`config.mk`:
```
export PLATFORM = sky130hd
export DESIGN_NAME = biquad_iir_filter_top
export DESIGN_NICKNAME = d
export VERILOG_FILES = /design/src/biq_pkg.sv /design/src/biquad_iir_filter_top.sv /design/src/biq_mac_lane.sv
export SDC_FILE = /design/constraint.sdc
export NUM_CORES = 1
export LEC_CHECK = 0
export CORE_MARGIN = 3
export CORE_UTILIZATION = 65
export CTS_CLUSTER_DIAMETER = 80
export DETAILED_ROUTE_END_ITERATION = 8
export DONT_BUFFER_PORTS = 1
export GPL_ROUTABILITY_DRIVEN = 0
export PLACE_DENSITY = 0.81
export SYNTH_ARGS = -nofsm -noshare
export SYNTH_HDL_FRONTEND = slang
export SYNTH_SLANG_ARGS = --single-unit
```
`constraint.sdc`:
```
create_clock -name clk -period 5.3 [get_ports clk]
set_input_delay 0.265 -clock clk [delete_from_list [all_inputs] [get_ports clk]]
set_output_delay 0.265 -clock clk [all_outputs]
set_load 0.01 [all_outputs]
```
`src/biq_pkg.sv`:
```
// biq_pkg: shared types and constants for the biquad iir filter
// used by biq_mac_lane and biquad_iir_filter_top, no dependencies
`default_nettype none

package biq_pkg;

  // fixed field widths
  localparam int COEF_WIDTH      = 18;
  localparam int NUM_COEFS       = 5;
  localparam int CFG_INDEX_WIDTH = 3;

  // parameter defaults
  localparam int DEF_SAMPLE_WIDTH   = 16;
  localparam int DEF_COEF_FRAC_BITS = 14;

  // coefficient reset values
  localparam logic [COEF_WIDTH-1:0] B0_RESET = COEF_WIDTH'(16384);

  // register index map
  typedef enum logic [CFG_INDEX_WIDTH-1:0] {
    COEF_B0 = 3'd0,
    COEF_B1 = 3'd1,
    COEF_B2 = 3'd2,
    COEF_A1 = 3'd3,
    COEF_A2 = 3'd4
  } biq_coef_idx_t;

  typedef enum logic [2:0] {
    S_IDLE,
    S_MULX,
    S_ROUND,
    S_MULY,
    S_DONE
  } biq_state_t;

  // per-lane control from the sequencer
  typedef struct packed {
    logic load_acc;
    logic load_coef;
    logic step;
    logic mbit;
    logic sub;
  } biq_lane_ctl_t;

endpackage

`default_nettype wire

```
`src/biquad_iir_filter_top.sv`:
```
// biquad_iir_filter_top: second-order iir section, transposed direct form ii
// depends on biq_pkg and biq_mac_lane
`default_nettype none

// one signed sample in, one rounded and saturated sample out. in each beat
// three bit-serial multiply-accumulate lanes walk the input sample one bit a
// cycle to form b0*x+delay_one, b1*x+delay_two and b2*x, a round step rounds
// and saturates the output, the same lanes then walk the output one bit a
// cycle to subtract a1*y and a2*y, and a done step saturates both delay
// accumulators and loads the output register. the output register holds a
// finished result while the next input beat is taken; if it is still full
// when the next result is ready the sequencer waits. coefficients are signed
// q3.14 (COEF_FRAC_BITS fraction bits); the user must write them through the
// cfg port only while the filter is idle, the block does not enforce this;
// writes to unused indexes are dropped. out_clipped flags a saturation of the
// output or of either delay accumulator for that sample.
module biquad_iir_filter_top #(
  parameter int SAMPLE_WIDTH   = biq_pkg::DEF_SAMPLE_WIDTH,
  parameter int COEF_FRAC_BITS = biq_pkg::DEF_COEF_FRAC_BITS
) (
  input  wire                                  clk,
  input  wire                                  rst_n,
  // input channel
  input  wire                                  in_valid,
  output logic                                 in_ready,
  input  wire  [SAMPLE_WIDTH-1:0]              in_sample_in,
  // result channel
  output logic                                 out_valid,
  input  wire                                  out_ready,
  output logic [SAMPLE_WIDTH-1:0]              out_sample_out,
  output logic                                 out_clipped,
  // coefficient write port
  input  wire                                  cfg_we,
  input  wire  [biq_pkg::CFG_INDEX_WIDTH-1:0]  cfg_index,
  input  wire  [biq_pkg::COEF_WIDTH-1:0]       cfg_data
);

  localparam int CW     = biq_pkg::COEF_WIDTH;
  // delay accumulators: sample width plus fraction bits plus headroom
  localparam int ACC_W  = SAMPLE_WIDTH + COEF_FRAC_BITS + 10;
  // exact sum width before delay saturation
  localparam int SUM_W  = ACC_W + 2;
  // coefficient shifted by up to SAMPLE_WIDTH-1 places
  localparam int SH_W   = CW + SAMPLE_WIDTH;
  localparam int CNT_W  = $clog2(SAMPLE_WIDTH);
  localparam int RHI_W  = SUM_W - COEF_FRAC_BITS - SAMPLE_WIDTH + 1;
  localparam int DHI_W  = SUM_W - ACC_W + 1;

  // coefficient registers
  logic [CW-1:0] b0_r, b1_r, b2_r, a1_r, a2_r;

  // sequencer
  biq_pkg::biq_state_t state_r, state_nxt;
  logic [CNT_W-1:0]    cnt_r, cnt_nxt;
  logic                last_bit;

  // serial operand shifters and per-sample results
  logic [SAMPLE_WIDTH-1:0] x_sh_r, y_sh_r, y_r;
  logic                    clip_r;

  // filter state
  logic [ACC_W-1:0] d1_r, d2_r;

  // output register
  logic                    out_valid_r;
  logic [SAMPLE_WIDTH-1:0] out_sample_r;
  logic                    out_clipped_r;

  // lane hookup
  biq_pkg::biq_lane_ctl_t ctl0, ctl1, ctl2;
  logic [CW-1:0]    coef1, coef2;
  logic [SUM_W-1:0] init0, init1, acc0, acc1, acc2;

  // output rounding
  logic [SUM_W-1:0]        rnd_sum;
  logic [RHI_W-1:0]        rnd_hi;
  logic                    rnd_ovf;
  logic [SAMPLE_WIDTH-1:0] y_val;

  // delay saturation
  logic [DHI_W-1:0] n1_hi, n2_hi;
  logic             n1_ovf, n2_ovf;
  logic [ACC_W-1:0] n1_sat, n2_sat;

  logic out_free;

  assign out_free = !out_valid_r || out_ready;
  assign last_bit = (cnt_r == CNT_W'(SAMPLE_WIDTH - 1));
  assign in_ready = (state_r == biq_pkg::S_IDLE);

  // coefficient writes
  always_ff @(posedge clk) begin
    if (!rst_n) begin
      b0_r <= biq_pkg::B0_RESET;
      b1_r <= '0;
      b2_r <= '0;
      a1_r <= '0;
      a2_r <= '0;
    end else if (cfg_we) begin
      case (cfg_index)
        biq_pkg::COEF_B0: b0_r <= cfg_data;
        biq_pkg::COEF_B1: b1_r <= cfg_data;
        biq_pkg::COEF_B2: b2_r <= cfg_data;
        biq_pkg::COEF_A1: a1_r <= cfg_data;
        biq_pkg::COEF_A2: a2_r <= cfg_data;
        default: ;
      endcase
    end
  end

  // lane operands: feedforward coefficients first, feedback ones reloaded
  // in the round cycle
  assign coef1 = (state_r == biq_pkg::S_ROUND) ? a1_r : b1_r;
  assign coef2 = (state_r == biq_pkg::S_ROUND) ? a2_r : b2_r;
  assign init0 = {{(SUM_W-ACC_W){d1_r[ACC_W-1]}}, d1_r};
  assign init1 = {{(SUM_W-ACC_W){d2_r[ACC_W-1]}}, d2_r};

  biq_mac_lane #(.CW(CW), .SH_W(SH_W), .SUM_W(SUM_W)) u_lane0 (
    .clk (clk), .ctl (ctl0), .coef (b0_r), .init (init0), .acc (acc0)
  );

  biq_mac_lane #(.CW(CW), .SH_W(SH_W), .SUM_W(SUM_W)) u_lane1 (
    .clk (clk), .ctl (ctl1), .coef (coef1), .init (init1), .acc (acc1)
  );

  biq_mac_lane #(.CW(CW), .SH_W(SH_W), .SUM_W(SUM_W)) u_lane2 (
    .clk (clk), .ctl (ctl2), .coef (coef2), .init ('0), .acc (acc2)
  );

  // round half up, drop the fraction bits, saturate to the sample width
  always_comb begin
    rnd_sum = acc0 + (SUM_W'(1) << (COEF_FRAC_BITS - 1));
    rnd_hi  = rnd_sum[SUM_W-1:COEF_FRAC_BITS+SAMPLE_WIDTH-1];
    rnd_ovf = !((&rnd_hi) || !(|rnd_hi));
    if (rnd_ovf) begin
      y_val = rnd_sum[SUM_W-1] ? {1'b1, {(SAMPLE_WIDTH-1){1'b0}}}
                               : {1'b0, {(SAMPLE_WIDTH-1){1'b1}}};
    end else begin
      y_val = rnd_sum[COEF_FRAC_BITS+SAMPLE_WIDTH-1:COEF_FRAC_BITS];
    end
  end

  // delay accumulator saturation
  always_comb begin
    n1_hi  = acc1[SUM_W-1:ACC_W-1];
    n2_hi  = acc2[SUM_W-1:ACC_W-1];
    n1_ovf = !((&n1_hi) || !(|n1_hi));
    n2_ovf = !((&n2_hi) || !(|n2_hi));
    if (n1_ovf) begin
      n1_sat = acc1[SUM_W-1] ? {1'b1, {(ACC_W-1){1'b0}}} : {1'b0, {(ACC_W-1){1'b1}}};
    end else begin
      n1_sat = acc1[ACC_W-1:0];
    end
    if (n2_ovf) begin
      n2_sat = acc2[SUM_W-1] ? {1'b1, {(ACC_W-1){1'b0}}} : {1'b0, {(ACC_W-1){1'b1}}};
    end else begin
      n2_sat = acc2[ACC_W-1:0];
    end
  end

  // sequencer: next state and lane control
  always_comb begin
    state_nxt = state_r;
    cnt_nxt   = cnt_r;
    ctl0      = '0;
    ctl1      = '0;
    ctl2      = '0;
    case (state_r)
      biq_pkg::S_IDLE: begin
        if (in_valid) begin
          // load b0/b1/b2 and seed the first two sums with the delays
          ctl0.load_acc  = 1'b1;
          ctl0.load_coef = 1'b1;
          ctl1.load_acc  = 1'b1;
          ctl1.load_coef = 1'b1;
          ctl2.load_acc  = 1'b1;
          ctl2.load_coef = 1'b1;
          cnt_nxt        = '0;
          state_nxt      = biq_pkg::S_MULX;
        end
      end
      biq_pkg::S_MULX: begin
        // sample bits lsb first, sign bit carries negative weight
        ctl0.step = 1'b1;
        ctl0.mbit = x_sh_r[0];
        ctl0.sub  = last_bit;
        ctl1      = ctl0;
        ctl2      = ctl0;
        cnt_nxt   = cnt_r + CNT_W'(1);
        if (last_bit) begin
          state_nxt = biq_pkg::S_ROUND;
        end
      end
      biq_pkg::S_ROUND: begin
        ctl1.load_coef = 1'b1;
        ctl2.load_coef = 1'b1;
        cnt_nxt        = '0;
        state_nxt      = biq_pkg::S_MULY;
      end
      biq_pkg::S_MULY: begin
        // feedback terms are subtracted, so the sign sense flips
        ctl1.step = 1'b1;
        ctl1.mbit = y_sh_r[0];
        ctl1.sub  = !last_bit;
        ctl2      = ctl1;
        cnt_nxt   = cnt_r + CNT_W'(1);
        if (last_bit) begin
          state_nxt = biq_pkg::S_DONE;
        end
      end
      biq_pkg::S_DONE: begin
        if (out_free) begin
          state_nxt = biq_pkg::S_IDLE;
        end
      end
      default: begin
        state_nxt = biq_pkg::S_IDLE;
      end
    endcase
  end

  always_ff @(posedge clk) begin
    if (!rst_n) begin
      state_r <= biq_pkg::S_IDLE;
      cnt_r   <= '0;
    end else begin
      state_r <= state_nxt;
      cnt_r   <= cnt_nxt;
    end
  end

  // operand shifters and per-sample payload
  always_ff @(posedge clk) begin
    case (state_r)
      biq_pkg::S_IDLE: begin
        if (in_valid) begin
          x_sh_r <= in_sample_in;
        end
      end
      biq_pkg::S_MULX: begin
        x_sh_r <= x_sh_r >> 1;
      end
      biq_pkg::S_ROUND: begin
        y_r    <= y_val;
        y_sh_r <= y_val;
        clip_r <= rnd_ovf;
      end
      biq_pkg::S_MULY: begin
        y_sh_r <= y_sh_r >> 1;
      end
      default: ;
    endcase
  end

  // filter state, cleared by reset
  always_ff @(posedge clk) begin
    if (!rst_n) begin
      d1_r <= '0;
      d2_r <= '0;
    end else if (state_r == biq_pkg::S_DONE && out_free) begin
      d1_r <= n1_sat;
      d2_r <= n2_sat;
    end
  end

  // output register
  always_ff @(posedge clk) begin
    if (!rst_n) begin
      out_valid_r <= 1'b0;
    end else if (state_r == biq_pkg::S_DONE && out_free) begin
      out_valid_r <= 1'b1;
    end else if (out_ready) begin
      out_valid_r <= 1'b0;
    end
  end

  always_ff @(posedge clk) begin
    if (state_r == biq_pkg::S_DONE && out_free) begin
      out_sample_r  <= y_r;
      out_clipped_r <= clip_r || n1_ovf || n2_ovf;
    end
  end

  assign out_valid      = out_valid_r;
  assign out_sample_out = out_sample_r;
  assign out_clipped    = out_clipped_r;

endmodule

`default_nettype wire

```
`src/biq_mac_lane.sv`:
```
// biq_mac_lane: bit-serial multiply-accumulate lane, one multiplier bit per cycle
// depends on biq_pkg (lane control struct)
`default_nettype none

module biq_mac_lane #(
  parameter int CW    = biq_pkg::COEF_WIDTH,
  parameter int SH_W  = biq_pkg::COEF_WIDTH + biq_pkg::DEF_SAMPLE_WIDTH,
  parameter int SUM_W = 42
) (
  input  wire                      clk,
  input  wire biq_pkg::biq_lane_ctl_t ctl,
  input  wire  [CW-1:0]            coef,
  input  wire  [SUM_W-1:0]         init,
  output logic [SUM_W-1:0]         acc
);

  logic [SH_W-1:0]  sh_r, sh_nxt;
  logic [SUM_W-1:0] acc_r, acc_nxt;
  logic [SUM_W-1:0] addend;

  always_comb begin
    addend = {{(SUM_W-SH_W){sh_r[SH_W-1]}}, sh_r} ^ {SUM_W{ctl.sub}};
    sh_nxt  = sh_r;
    acc_nxt = acc_r;
    if (ctl.load_coef) begin
      sh_nxt = {{(SH_W-CW){coef[CW-1]}}, coef};
    end else if (ctl.step) begin
      sh_nxt = {sh_r[SH_W-2:0], 1'b0};
    end
    if (ctl.load_acc) begin
      acc_nxt = init;
    end else if (ctl.step && ctl.mbit) begin
      // negation as invert plus carry-in
      acc_nxt = acc_r + addend + SUM_W'(ctl.sub);
    end
  end

  always_ff @(posedge clk) begin
    sh_r  <= sh_nxt;
    acc_r <= acc_nxt;
  end

  assign acc = acc_r;

endmodule

`default_nettype wire

```
==> reports/results.txt <==
Distinct cells, synth: 82
Post-layout util: 0.7261
R2r setup slk: 580 ps
FP Rows: 73
Worst Hold Depth: 4
CTS tree: done
Drc violations: 0
P per Cell Area: 410.8 mW/mm^2
Post-synth top cells: 581 x nand2_1, 252 x edfxtp_1, 220 x dfxtp_1
Sequential share of the synthesized area: 0.4477
Most numerous cell in the Yosys netlist: nand2_1
Final net count: 3036
Mux contribution to synthesized area: 0.01857
R2r startpoint: cnt_r[0]
Largest family of logic cells by synthesized area: compound AO/OA/AOI/OAI gates
Relative slew slack: 0.2051
Vias: 21960
Grt ovf: 0
Post-synthesis xor/xnor area fraction: 0.06976
Io pins: 61
CP max FO: 34
Die area: 0.04361 mm^2
CP Data Arrival Time: 5200 ps
DR WL/cell: 19.99 um
Gr usage total: 0.3058
CP required: 5780 ps
Layout cell share with drive strength beyond 1: 0.06747
Crit path launch: cnt_r[0]
Simple-gate area share of the yosys netlist: 0.1619
Power Total: 11.99 mW
Slowest cell on crit path: o41ai_1
CTS Buffer Depth: 3
Clk_lat worst skew: 600 ps
Net Count, Synth: 3069
Worst clock skew: 26.87 ps
RSZ-0062 raised after global routing: false
R2R depth: 16
Min-delay src: cfg_index[1]
Post-route ant nets: 0
Final WS setup: 578.1 ps
Setup total negative slack: 0 ps
CP endpoint kind: flip-flop
Vias in the first global route: 20978
CTS Buf Count: 49
Post-Syn Area: 0.02674 mm^2
Antenna violations before repair: 0
Filler cells: 2865
CP max stage delay: 460 ps
DP Worst Slack: 724.8 ps
Worst path cell trace: ha_1 -> and3_1 -> xnor2_1 -> nand2_4 -> buf_4 -> xnor2_1 -> ha_1 -> a21oi_1 -> o21ai_0 -> o41ai_1 -> o21ai_0 -> o2111ai_1 -> nand2_1 -> a221oi_1 -> mux2i_1 -> nor2_1
Synthesis-stage register bit count: 472
Min-Delay Path Class: in2reg
Num Clock Sinks: 472
Status: complete, no violations
Post-cts resize count: 0
Slew Viols, Final: 0
Hold WS: 77.42 ps
WL final: 68590 um
Asr flop ratio synth: 0
Critical setup path kind: reg2reg
Synth warn: 0
CP startpoint kind: flip-flop
Main synth FF type: edfxtp_1
Die width: 208.8 um
Final Hold Vio Count: 0
First-pass GRT wire length: 110300 um
Worst vdd ir: 0.3704 mV
CTS clk-pin slew, worst paths: 60 ps
Largest net degree at the start of global routing: 178
Core Region: 0.04019 mm^2
Synth area leaders: edfxtp_1 28%, dfxtp_1 16%, nand2_1 8.2%
Initial DRC Count: 2009
Post-synth top area cell: edfxtp_1
Vias/cell: 6.400
Postcts setup bufs: 0
Starting density of the core: 0.6654
First drt pass iteration count: 8
H-tree depth: 2
Port Buf Inserts: 0
Root Driver: clkbuf_16
Fmax: 211.8 MHz
Pleak: 11.37 nW
Final Setup Violations: 0
Synth Area in Adders: 0.06120
Number of synthesized flops with an enable pin: 252
Synth top area share: 0.2830
Period Utilization, post-route: 0.8909
Synth-to-layout area growth: 9.119%
Worst Tran Pin Value: 1188 ps
Tmin final: 4722 ps
Avg Cell Area, Syn: 9.228 um^2
Compound-Gate Fraction of Synth Area: 0.2129
Post-DP HPWL: 47130 um
Die height: 208.8 um
Synth Instances: 2898
MaxCap Viol Count: 0
==> worst max-delay path: cells and delay by family (launching register included) <==
kind / cells / cell delay [ps]
xor gates and xnor gates: 2 / 410
muxes: 1 / 230
and+or+nand+nor: 4 / 870
adders and majority gates: 2 / 580
buffers and inverters: 1 / 390
DFF: 1 / 340
AOI/OAI and AO/OA: 6 / 1770
==> where the power goes <==
group / switching [mW] / internal, mW
logic: 2.21 / 1.51
registers: 0.360 / 4.41
clock network: 1.53 / 1.97
==> placed cells by master, fill, tap and decap left out, types with 20 or more instances in the layout <==
master	netlist	final
and2_1	21	20
mux2_2	23	23
edfxtp_1	252	252
a21boi_0	178	178
nor2_1	138	136
a21oi_1	196	195
dfxtp_1	220	220
clkbuf_16	0	52
buf_4	0	34
o21bai_1	20	20
and3_1	29	29
a21o_1	103	103
nand3_1	41	40
dlygate4sd3_1	0	37
xnor2_1	128	128
nor3_1	43	41
xor2_1	85	85
inv_1	34	33
o22ai_1	33	33
o211ai_1	56	56
o21ai_0	160	158
ha_1	126	126
nand2_1	581	577
==> final timing paths <==
path / endpoint
min: b1_r[1]
min reg2reg: out_sample_out[3]
max: u_lane2.acc[39]
max reg2reg: u_lane2.acc[39]
==> layout make-up <==
type	instances	area, um^2	share of cell area
multi-input cells	2232	14090	0.4829
well taps	525	656.9	0.02251
repair buffers	73	673.1	0.02307
clock buffers	55	1323	0.04532
flip-flops and latches	472	11970	0.4103
diodes	1	2.502	0.00008576
clock inverters	36	324.1	0.01111
inverters	37	138.9	0.004759
==> stage by stage <==
step	cell area (um^2)	cells
finish	29180	3431
floorplan	26740	2898
detailed placement	27130	3301
global placement	27130	3301
global route	29180	3430
CTS	29180	3430
==> sequential cells by signal, indices dropped and copies added (netlist names), 3 cells and up <==
signal          count
y_r                16
d1_r               40
u_lane1.sh_r       34
y_sh_r             16
u_lane0.sh_r       34
b1_r               18
cnt_r               4
u_lane0.acc        42
b2_r               18
u_lane2.acc        42
state_r             3
a2_r               18
u_lane1.acc        42
u_lane2.sh_r       34
a1_r               18
x_sh_r             16
out_sample_out     16
b0_r               18
d2_r               40
==> kinds of logic after synthesis <==
group,Yosys count
buffers and inverters,194
AOI/OAI and AO/OA,872
and+or+nand+nor,977
DFF,472
xor gates and xnor gates,213
adders and majority gates,129
muxes,41
==> what timing repair did <==
action / CTS / global route
setup endpoints to repair: 0 / 0
endpoints found under the hold margin: 195 / 0
hold buffers: 38 / 0
==> routing by layer <==
layer	share of wire	global-route usage	vias to the layer above
li1	-	-	10365
met1	0.40	0.4074	10365
met2	0.47	0.4961	1037
met3	0.084	0.05014	193
met4	0.045	0.1339	0
met5	0	0	-
(Power assumes the default switching activity.)
